**src/rtl/core/tala_pkg.sv**
```systemverilog
// shared constants for the lateral accel limiter
`default_nettype none

package tala_pkg;

   localparam int unsigned DATA_W  = 32;
   localparam int unsigned LIMIT_W = 31;
   localparam int unsigned GAIN_W  = 16;
   localparam int unsigned FRAC_W  = 16;
   localparam int unsigned ADDR_W  = 4;
   localparam int unsigned QUO_W   = LIMIT_W + FRAC_W;

   localparam logic [1:0] REG_ACCEL_LIMIT  = 2'd0;
   localparam logic [1:0] REG_SPEED_GAIN   = 2'd1;
   localparam logic [1:0] REG_TURN_GAIN    = 2'd2;
   localparam logic [1:0] REG_TURN_EPSILON = 2'd3;

   localparam logic [LIMIT_W-1:0] ACCEL_LIMIT_RESET  = 31'd655360;
   localparam logic [GAIN_W-1:0]  SPEED_GAIN_RESET   = 16'd0;
   localparam logic [GAIN_W-1:0]  TURN_GAIN_RESET    = 16'd0;
   localparam logic [GAIN_W-1:0]  TURN_EPSILON_RESET = 16'd1;

endpackage

`default_nettype wire

```
**src/rtl/core/twist_lateral_accel_limiter.sv**
```systemverilog
// lateral accel limiter top level: stop latch, speed limit divider, lowpass filters
//
//   channel | direction | handshake            | word
//   req     | in        | req_valid/req_ready  | kind, linear_speed, turn_rate, cleared_flag
//   rsp     | out       | rsp_valid/rsp_ready  | out_speed, out_turn
//   csr     | in/out    | psel/penable/pready  | apb register write and read
//
// an event word is taken while idle and gives no result
// a small-turn command goes from decide straight to done; any other command passes
// compare and filter steps; a limited one also the one-bit-a-cycle divider (47 steps)
// the shared 33x33 multiplier forms the product and all four filter terms in turn
// reset clears latch, filters, rsp_valid, reloads registers; stalled results hold
`default_nettype none

module twist_lateral_accel_limiter
   import tala_pkg::*;
(
   input  wire logic                     clock,
   input  wire logic                     reset,

   input  wire logic                     req_valid,
   output logic                          req_ready,
   input  wire logic                     req_kind,
   input  wire logic signed [DATA_W-1:0] req_linear_speed,
   input  wire logic signed [DATA_W-1:0] req_turn_rate,
   input  wire logic                     req_cleared_flag,

   output logic                          rsp_valid,
   input  wire logic                     rsp_ready,
   output logic signed [DATA_W-1:0]      rsp_out_speed,
   output logic signed [DATA_W-1:0]      rsp_out_turn,

   input  wire logic                     psel,
   input  wire logic                     penable,
   input  wire logic                     pwrite,
   input  wire logic [ADDR_W-1:0]        paddr,
   input  wire logic [31:0]              pwdata,
   output logic [31:0]                   prdata,
   output logic                          pready
);

   typedef enum logic [3:0] {
      S_IDLE,
      S_DECIDE,
      S_CMP,
      S_DIV,
      S_DIVFIX,
      S_SF1,
      S_SF2,
      S_SF3,
      S_TF2,
      S_TF3,
      S_DONE
   } state_type;

   localparam int unsigned CNT_W = $clog2(QUO_W);
   localparam logic [CNT_W-1:0] DIV_LAST = CNT_W'(QUO_W - 1);
   localparam logic [GAIN_W:0] ONE_Q16 = (GAIN_W+1)'(1) << FRAC_W;

   state_type state_ff, state_in;

   logic [LIMIT_W-1:0] accel_ff, accel_in;
   logic [GAIN_W-1:0]  sgain_ff, sgain_in;
   logic [GAIN_W-1:0]  tgain_ff, tgain_in;
   logic [GAIN_W-1:0]  eps_ff, eps_in;

   logic                     latch_ff, latch_in;
   logic signed [DATA_W-1:0] sfilt_ff, sfilt_in;
   logic signed [DATA_W-1:0] tfilt_ff, tfilt_in;

   logic signed [DATA_W-1:0] raw_ff, raw_in;
   logic signed [DATA_W-1:0] w_ff, w_in;
   logic signed [DATA_W-1:0] sp_ff, sp_in;
   logic signed [63:0]       prod_ff, prod_in;
   logic signed [63:0]       acc_ff, acc_in;
   logic [QUO_W-1:0]         dq_ff, dq_in;
   logic [DATA_W-1:0]        dr_ff, dr_in;
   logic [DATA_W-1:0]        dd_ff, dd_in;
   logic [CNT_W-1:0]         cnt_ff, cnt_in;
   logic signed [DATA_W-1:0] res_speed_ff, res_speed_in;
   logic signed [DATA_W-1:0] res_turn_ff, res_turn_in;
   logic                     rsp_valid_ff, rsp_valid_in;
   logic signed [DATA_W-1:0] rsp_speed_ff, rsp_speed_in;
   logic signed [DATA_W-1:0] rsp_turn_ff, rsp_turn_in;

   logic signed [32:0] mul_a, mul_b;
   logic signed [65:0] mul_full;
   logic signed [DATA_W-1:0] v_eff;
   logic [DATA_W-1:0] mag_w;
   logic [63:0]       mag_p;
   logic [63:0]       lim_q32;
   logic signed [63:0] filt_sum;
   logic signed [DATA_W-1:0] filt_new;
   logic [32:0] div_shift;
   logic [33:0] div_diff;
   logic        div_ge;
   logic        cfg_wr;
   logic        req_take;

   assign req_take = req_valid && req_ready;
   assign cfg_wr   = psel && penable && pwrite;
   assign pready   = 1'b1;

   assign v_eff    = latch_ff ? '0 : raw_ff;
   assign mag_w    = w_ff[DATA_W-1] ? DATA_W'(-w_ff) : DATA_W'(w_ff);
   assign mag_p    = prod_ff[63] ? 64'(-prod_ff) : 64'(prod_ff);
   assign lim_q32  = {17'd0, accel_ff, 16'd0};
   assign filt_sum = acc_ff + prod_ff;
   assign filt_new = filt_sum[FRAC_W+DATA_W-1:FRAC_W];

   assign div_shift = {dr_ff, dq_ff[QUO_W-1]};
   assign div_diff  = {1'b0, div_shift} - {2'b00, dd_ff};
   assign div_ge    = !div_diff[33];

   // shared multiplier operand select
   always_comb begin
      mul_a = '0;
      mul_b = '0;
      unique case (state_ff)
         S_DECIDE: begin
            mul_a = 33'(v_eff);
            mul_b = 33'(w_ff);
         end
         S_SF1: begin
            mul_a = {17'd0, sgain_ff};
            mul_b = 33'(sfilt_ff);
         end
         S_SF2: begin
            mul_a = {16'd0, ONE_Q16 - {1'b0, sgain_ff}};
            mul_b = 33'(sp_ff);
         end
         S_SF3: begin
            mul_a = {17'd0, tgain_ff};
            mul_b = 33'(tfilt_ff);
         end
         S_TF2: begin
            mul_a = {16'd0, ONE_Q16 - {1'b0, tgain_ff}};
            mul_b = 33'(w_ff);
         end
         default: begin
            mul_a = '0;
            mul_b = '0;
         end
      endcase
   end

   assign mul_full = mul_a * mul_b;

   always_comb begin
      prdata = '0;
      unique case (paddr[3:2])
         REG_ACCEL_LIMIT:  prdata = {1'b0, accel_ff};
         REG_SPEED_GAIN:   prdata = {16'd0, sgain_ff};
         REG_TURN_GAIN:    prdata = {16'd0, tgain_ff};
         REG_TURN_EPSILON: prdata = {16'd0, eps_ff};
      endcase
   end

   always_comb begin
      state_in     = state_ff;
      accel_in     = accel_ff;
      sgain_in     = sgain_ff;
      tgain_in     = tgain_ff;
      eps_in       = eps_ff;
      latch_in     = latch_ff;
      sfilt_in     = sfilt_ff;
      tfilt_in     = tfilt_ff;
      raw_in       = raw_ff;
      w_in         = w_ff;
      sp_in        = sp_ff;
      prod_in      = mul_full[63:0];
      acc_in       = acc_ff;
      dq_in        = dq_ff;
      dr_in        = dr_ff;
      dd_in        = dd_ff;
      cnt_in       = cnt_ff;
      res_speed_in = res_speed_ff;
      res_turn_in  = res_turn_ff;
      rsp_valid_in = rsp_valid_ff;
      rsp_speed_in = rsp_speed_ff;
      rsp_turn_in  = rsp_turn_ff;

      if (rsp_valid_ff && rsp_ready) begin
         rsp_valid_in = 1'b0;
      end

      if (cfg_wr) begin
         unique case (paddr[3:2])
            REG_ACCEL_LIMIT:  accel_in = pwdata[LIMIT_W-1:0];
            REG_SPEED_GAIN:   sgain_in = pwdata[GAIN_W-1:0];
            REG_TURN_GAIN:    tgain_in = pwdata[GAIN_W-1:0];
            REG_TURN_EPSILON: eps_in   = pwdata[GAIN_W-1:0];
         endcase
      end

      unique case (state_ff)
         S_IDLE: begin
            if (req_take) begin
               if (req_kind) begin
                  if (req_cleared_flag) begin
                     latch_in = 1'b0;
                  end
               end else begin
                  latch_in = latch_ff || (req_linear_speed == '0);
                  raw_in   = req_linear_speed;
                  w_in     = req_turn_rate;
                  state_in = S_DECIDE;
               end
            end
         end
         S_DECIDE: begin
            if (mag_w < {16'd0, eps_ff}) begin
               res_speed_in = raw_ff;
               res_turn_in  = w_ff;
               state_in     = S_DONE;
            end else begin
               state_in = S_CMP;
            end
         end
         S_CMP: begin
            sp_in = v_eff;
            if (mag_p > lim_q32) begin
               dq_in    = {accel_ff, 16'd0};
               dr_in    = '0;
               dd_in    = mag_w;
               cnt_in   = DIV_LAST;
               state_in = S_DIV;
            end else begin
               state_in = S_SF1;
            end
         end
         S_DIV: begin
            dr_in = div_ge ? div_diff[DATA_W-1:0] : div_shift[DATA_W-1:0];
            dq_in = {dq_ff[QUO_W-2:0], div_ge};
            cnt_in = cnt_ff - 1'b1;
            if (cnt_ff == '0) begin
               state_in = S_DIVFIX;
            end
         end
         S_DIVFIX: begin
            if (w_ff[DATA_W-1]) begin
               if ((|dq_ff[QUO_W-1:DATA_W]) || (dq_ff[DATA_W-1] && (|dq_ff[DATA_W-2:0]))) begin
                  sp_in = {1'b1, {(DATA_W-1){1'b0}}};
               end else begin
                  sp_in = -$signed(dq_ff[DATA_W-1:0]);
               end
            end else begin
               if (|dq_ff[QUO_W-1:DATA_W-1]) begin
                  sp_in = {1'b0, {(DATA_W-1){1'b1}}};
               end else begin
                  sp_in = $signed(dq_ff[DATA_W-1:0]);
               end
            end
            state_in = S_SF1;
         end
         S_SF1: begin
            state_in = S_SF2;
         end
         S_SF2: begin
            acc_in   = prod_ff;
            state_in = S_SF3;
         end
         S_SF3: begin
            sfilt_in = filt_new;
            state_in = S_TF2;
         end
         S_TF2: begin
            acc_in   = prod_ff;
            state_in = S_TF3;
         end
         S_TF3: begin
            tfilt_in     = filt_new;
            res_speed_in = latch_ff ? '0 : sfilt_ff;
            res_turn_in  = filt_new;
            state_in     = S_DONE;
         end
         S_DONE: begin
            if (!rsp_valid_ff || rsp_ready) begin
               rsp_valid_in = 1'b1;
               rsp_speed_in = res_speed_ff;
               rsp_turn_in  = res_turn_ff;
               state_in     = S_IDLE;
            end
         end
         default: begin
            state_in = S_IDLE;
         end
      endcase
   end

   always_ff @(posedge clock) begin
      if (reset) begin
         state_ff     <= S_IDLE;
         accel_ff     <= ACCEL_LIMIT_RESET;
         sgain_ff     <= SPEED_GAIN_RESET;
         tgain_ff     <= TURN_GAIN_RESET;
         eps_ff       <= TURN_EPSILON_RESET;
         latch_ff     <= 1'b0;
         sfilt_ff     <= '0;
         tfilt_ff     <= '0;
         rsp_valid_ff <= 1'b0;
      end else begin
         state_ff     <= state_in;
         accel_ff     <= accel_in;
         sgain_ff     <= sgain_in;
         tgain_ff     <= tgain_in;
         eps_ff       <= eps_in;
         latch_ff     <= latch_in;
         sfilt_ff     <= sfilt_in;
         tfilt_ff     <= tfilt_in;
         rsp_valid_ff <= rsp_valid_in;
      end
      raw_ff       <= raw_in;
      w_ff         <= w_in;
      sp_ff        <= sp_in;
      prod_ff      <= prod_in;
      acc_ff       <= acc_in;
      dq_ff        <= dq_in;
      dr_ff        <= dr_in;
      dd_ff        <= dd_in;
      cnt_ff       <= cnt_in;
      res_speed_ff <= res_speed_in;
      res_turn_ff  <= res_turn_in;
      rsp_speed_ff <= rsp_speed_in;
      rsp_turn_ff  <= rsp_turn_in;
   end

   assign req_ready     = (state_ff == S_IDLE);
   assign rsp_valid     = rsp_valid_ff;
   assign rsp_out_speed = rsp_speed_ff;
   assign rsp_out_turn  = rsp_turn_ff;

endmodule

`default_nettype wire

```
**config.mk**
```make
export PLATFORM = sky130hd
export DESIGN_NAME = twist_lateral_accel_limiter
export DESIGN_NICKNAME = d
export VERILOG_FILES = /design/src/rtl/core/tala_pkg.sv /design/src/rtl/core/twist_lateral_accel_limiter.sv
export SDC_FILE = /design/constraint.sdc
export NUM_CORES = 2
export LEC_CHECK = 0
export BUFFER_PORTS_ARGS = -buffer_cell sky130_fd_sc_hd__buf_2
export CAP_MARGIN = 20
export CORE_MARGIN = 5
export CORE_UTILIZATION = 37
export CTS_BUF_LIST = sky130_fd_sc_hd__clkbuf_8
export CTS_CLUSTER_SIZE = 8
export DETAILED_ROUTE_END_ITERATION = 7
export PLACE_DENSITY_LB_ADDON = 0.1
export SYNTH_ARGS = -nofsm -noshare
export SYNTH_HDL_FRONTEND = slang
export SYNTH_SLANG_ARGS = --single-unit
```
**constraint.sdc**
```tcl
create_clock -name clock -period 18.3 [get_ports clock]
set_input_delay 3.66 -clock clock [delete_from_list [all_inputs] [get_ports clock]]
set_output_delay 3.66 -clock clock [all_outputs]
set_load 0.1 [all_outputs]
```
==> summary.txt <==
Die
  • Initial Util: 37.1%
  • Die width: 435 um
  • # rows: 156
  • Die Height: 435 um
  • Io pins: 208
  • Total Die Area: 0.189 mm2
  • Core area: 0.180 mm2

Global route
  • First-pass GRT wire length: 367 mm
  • Total global routing overflow: 0
  • Largest net degree at the start of global routing: 93
  • Initial antenna violation count: 7
  • Number of global-route vias before repair: around 53k
  • GRT Total Usage: 26.3%

CTS
  • H-tree levels: 3
  • CTS hold repair buffers: 0
  • TritonCTS clock tree: done
  • Post-CTS resize count: 0
  • Clk buf depth: 3
  • Root buffer cell: clkbuf_8
  • Clk_lat worst skew: 890 ps
  • Clock Sinks: 602
  • Post-CTS Setup Repair Bufs: 0
  • CTS buffer count: 110
  • Clock transition at path regs: approximately 60 ps

Routing
  • DRC: 2
  • DR WL/cell: 26.0 um
  • Detailed Routing Iterations Pass 1: 8
  • Routed WL: around 250 mm
  • Drt via density: 5.33
  • Routed vias: 51.4k
  • Detail Route Antenna Nets: 0
  • 1st-iter DRT viols: a little over 4k

Setup path
  • CP delay by family, top: adder cells
  • R2R Path End: prod_ff[60]
  • CP most frequent cell: fa_1
  • Worst Path Arrival: 12780 ps
  • Crit Path Max Fanout: 19
  • CP max stage delay: 840 ps
  • Worst r2r path cells: 35
  • Data required time of the worst path: 18980 ps
  • R2R Setup Slk: 6210 ps
  • Worst Path Class, Setup: reg2reg
  • Worst setup SP type: register
  • CP bufs+invs: 6
  • CP Capture Type: register
  • Slowest CP cell: or4b_1
  • Worst R2R Start: state_ff[3]

Final layout
  • Max FFs per register: 64
  • Share of layout cells above drive strength 1: under 10%
  • Layout area overhead: 9.44%
  • Fillers: approximately 18k
  • Post-Route Utilization: 40.6%
  • Largest registers: prod_ff: 64 flops, acc_ff: 48 flops, dq_ff: 47 flops
  • Final net count: 8720
  • Largest reg by FF count: prod_ff

Logic synthesis
  • Ys flop type: edfxtp_1
  • Flops & latches, synth: between 600 and 700
  • Number of cells produced by synthesis: 7050
  • Synth async-reset ratio: 0%
  • Synthesized cell area: about 0.067 mm2
  • Ys Warns: 0
  • Seq/Total Area, Yosys: 23.9%
  • Post-synth EDFFs: just under 400
  • Post-synth cell types: 84
  • Syn_nets: 8606
  • Synthesized area per cell: around 9.5 um2

Placed design
  • Gpl congestion: 0.918
  • Port buffer count: 202
  • Detailed Place HPWL: 194 mm

STA
  • Worst-margin pin slew: ~1200 ps
  • Max-slew headroom: 17.3%
  • Final Hold Fails: 0
  • RSZ-0062 raised after global routing: false
  • Crit path time final: 12090 ps
  • Final Cycle Share: 66.1%
  • Final Setup Violations: 0
  • Final Skew: ~80 ps
  • Setup TNS: 0 ps
  • Fin. max-slew vios: 0
  • Fmax: 82.7 MHz

Run status
  • Failing checks: design-rule violations
  • Status: finished, violations left

Pwr
  • Max VDD drop: 105 uV
  • P_leak: ~32 nW
  • Power density cells: 97.0 mW/mm2

Worst hold path
  • Min-Delay Endpoint: rsp_out_turn[12]
  • HP Class: reg2reg
  • Hold-critical path depth: 0
  • Hold Crit Start: res_turn_ff[12]

Job
  • Max cap viols: 0
metal layers:
metal / up-vias / global-route usage (%) / wire length (um)
met3: 461 / 4.43 / 17000
met5: - / 0 / 0
met4: 0 / 12.7 / 14800
li1: 22681 / - / -
met1: 26317 / 34.7 / 104000
met2: 1894 / 42.3 / 115000
worst register-to-register path, delay by kind of cell (launching register included):
| kind | cells | cell delay, ps |
|---|---|---|
| compound gates | 9 | 2810 |
| xor+xnor | 2 | 270 |
| fa+ha+maj | 9 | 4420 |
| buf+inv | 6 | 330 |
| flops | 1 | 590 |
| simple gates | 9 | 3510 |
synthesized netlist by cell type (25+ instances only):
cell	number	area [um2]
edfxtp_1	389	11700
a21o_1	86	646
mux2i_1	29	290
o31ai_1	31	233
a22oi_1	35	263
nand3b_1	40	300
nand2_1	1190	4470
a211oi_1	37	278
o21ai_0	168	841
nand3_1	63	315
and2_1	74	463
nor2_1	539	2020
mux2_2	34	383
nor3_1	66	330
and3_1	36	225
nor4_1	34	213
inv_1	1170	4390
a21oi_1	298	1490
nor2b_1	26	163
a22o_1	66	578
nand2b_1	59	369
nand4_1	30	188
xor2_1	59	517
dfxtp_1	213	4260
clkbuf_1	332	1250
xnor2_1	157	1380
fa_1	1106	22100
ha_1	341	4270
or3_1	25	156
report_power, final:
part / total [mW] / leakage (nW) / switching [mW] / internal [mW]
combinational: 3.87 / 25.5 / 2.55 / 1.31
clock: 1.36 / 1.32 / 0.642 / 0.713
sequential: 1.87 / 5.30 / 0.225 / 1.64
cell families (layout without fill, tap and decap cells):
logic type,after synthesis,after routing,synth area share [%]
AND/OR/NAND/NOR,2258,2258,14.7
XOR/XNOR,216,216,2.83
AO/OA/AOI/OAI,913,913,8.84
other,2,6,0.0112
multiplexers,79,79,1.55
buffers and inverters,1533,1744,8.64
adder cells (fa/ha/maj),1447,1447,39.5
flip-flops,602,602,23.9
how the worst max path moves through the flow:
| stage | startpoint | end | slack, ps | cells past startpoint |
|---|---|---|---|---|
| after detailed placement | state_ff[3] | prod_ff[60] | 6410 | 35 |
| after global routing | state_ff[3] | prod_ff[56] | 5510 | 35 |
| after global placement | state_ff[3] | prod_ff[56] | 6450 | 35 |
| final | state_ff[3] | prod_ff[60] | 6210 | 35 |
| after floorplan | state_ff[0] | prod_ff[56] | 7900 | 33 |
| after CTS | state_ff[3] | prod_ff[56] | 6280 | 35 |
stage by stage:
stage,std cells,hold slack (ps),instance area (um2),power (mW),setup WS (ps)
3_5_place_dp,9422,405,70800,5.73,6410
2_1_floorplan,7050,400,66800,4.19,7900
4_1_cts,9631,367,73100,7.14,6280
3_3_place_gp,9419,405,70800,5.72,6450
6_report,9635,385,73100,7.09,6210
5_1_grt,9633,388,73100,7.55,5510
cell type report:
| type | instances | area [um2] | share of cell area (%) |
|---|---|---|---|
| diodes | 4 | 10.0 | 0.0137 |
| multi-input cells | 4915 | 45200 | 61.9 |
| inverters | 1170 | 4390 | 6.01 |
| well taps | 2370 | 2970 | 4.06 |
| clock buffers | 131 | 1800 | 2.47 |
| flip-flops and latches | 602 | 15900 | 21.8 |
| clock inverters | 78 | 499 | 0.683 |
| repair buffers | 365 | 2240 | 3.07 |
layout by cell type, fill, tap and decap left out, types with 15 or more instances in the layout:
master	count
a211o_1	16
a211oi_1	36
a21o_1	86
a21oi_1	298
a22o_1	61
a22oi_1	30
a31oi_1	23
and2_1	62
and3_1	32
buf_2	201
buf_4	163
clkbuf_8	131
clkinv_1	15
dfxtp_1	210
edfxtp_1	389
fa_1	1105
ha_1	341
inv_1	1207
mux2_2	34
mux2i_1	29
mux4_2	16
nand2_1	1185
nand2b_1	59
nand3_1	62
nand3b_1	40
nand4_1	30
nor2_1	536
nor2b_1	24
nor3_1	65
nor3b_1	20
nor4_1	34
o21a_1	19
o21ai_0	166
o31ai_1	31
or3_1	25
or4_1	15
xnor2_1	157
xor2_1	59
Power figures use the tool's default switching activity.
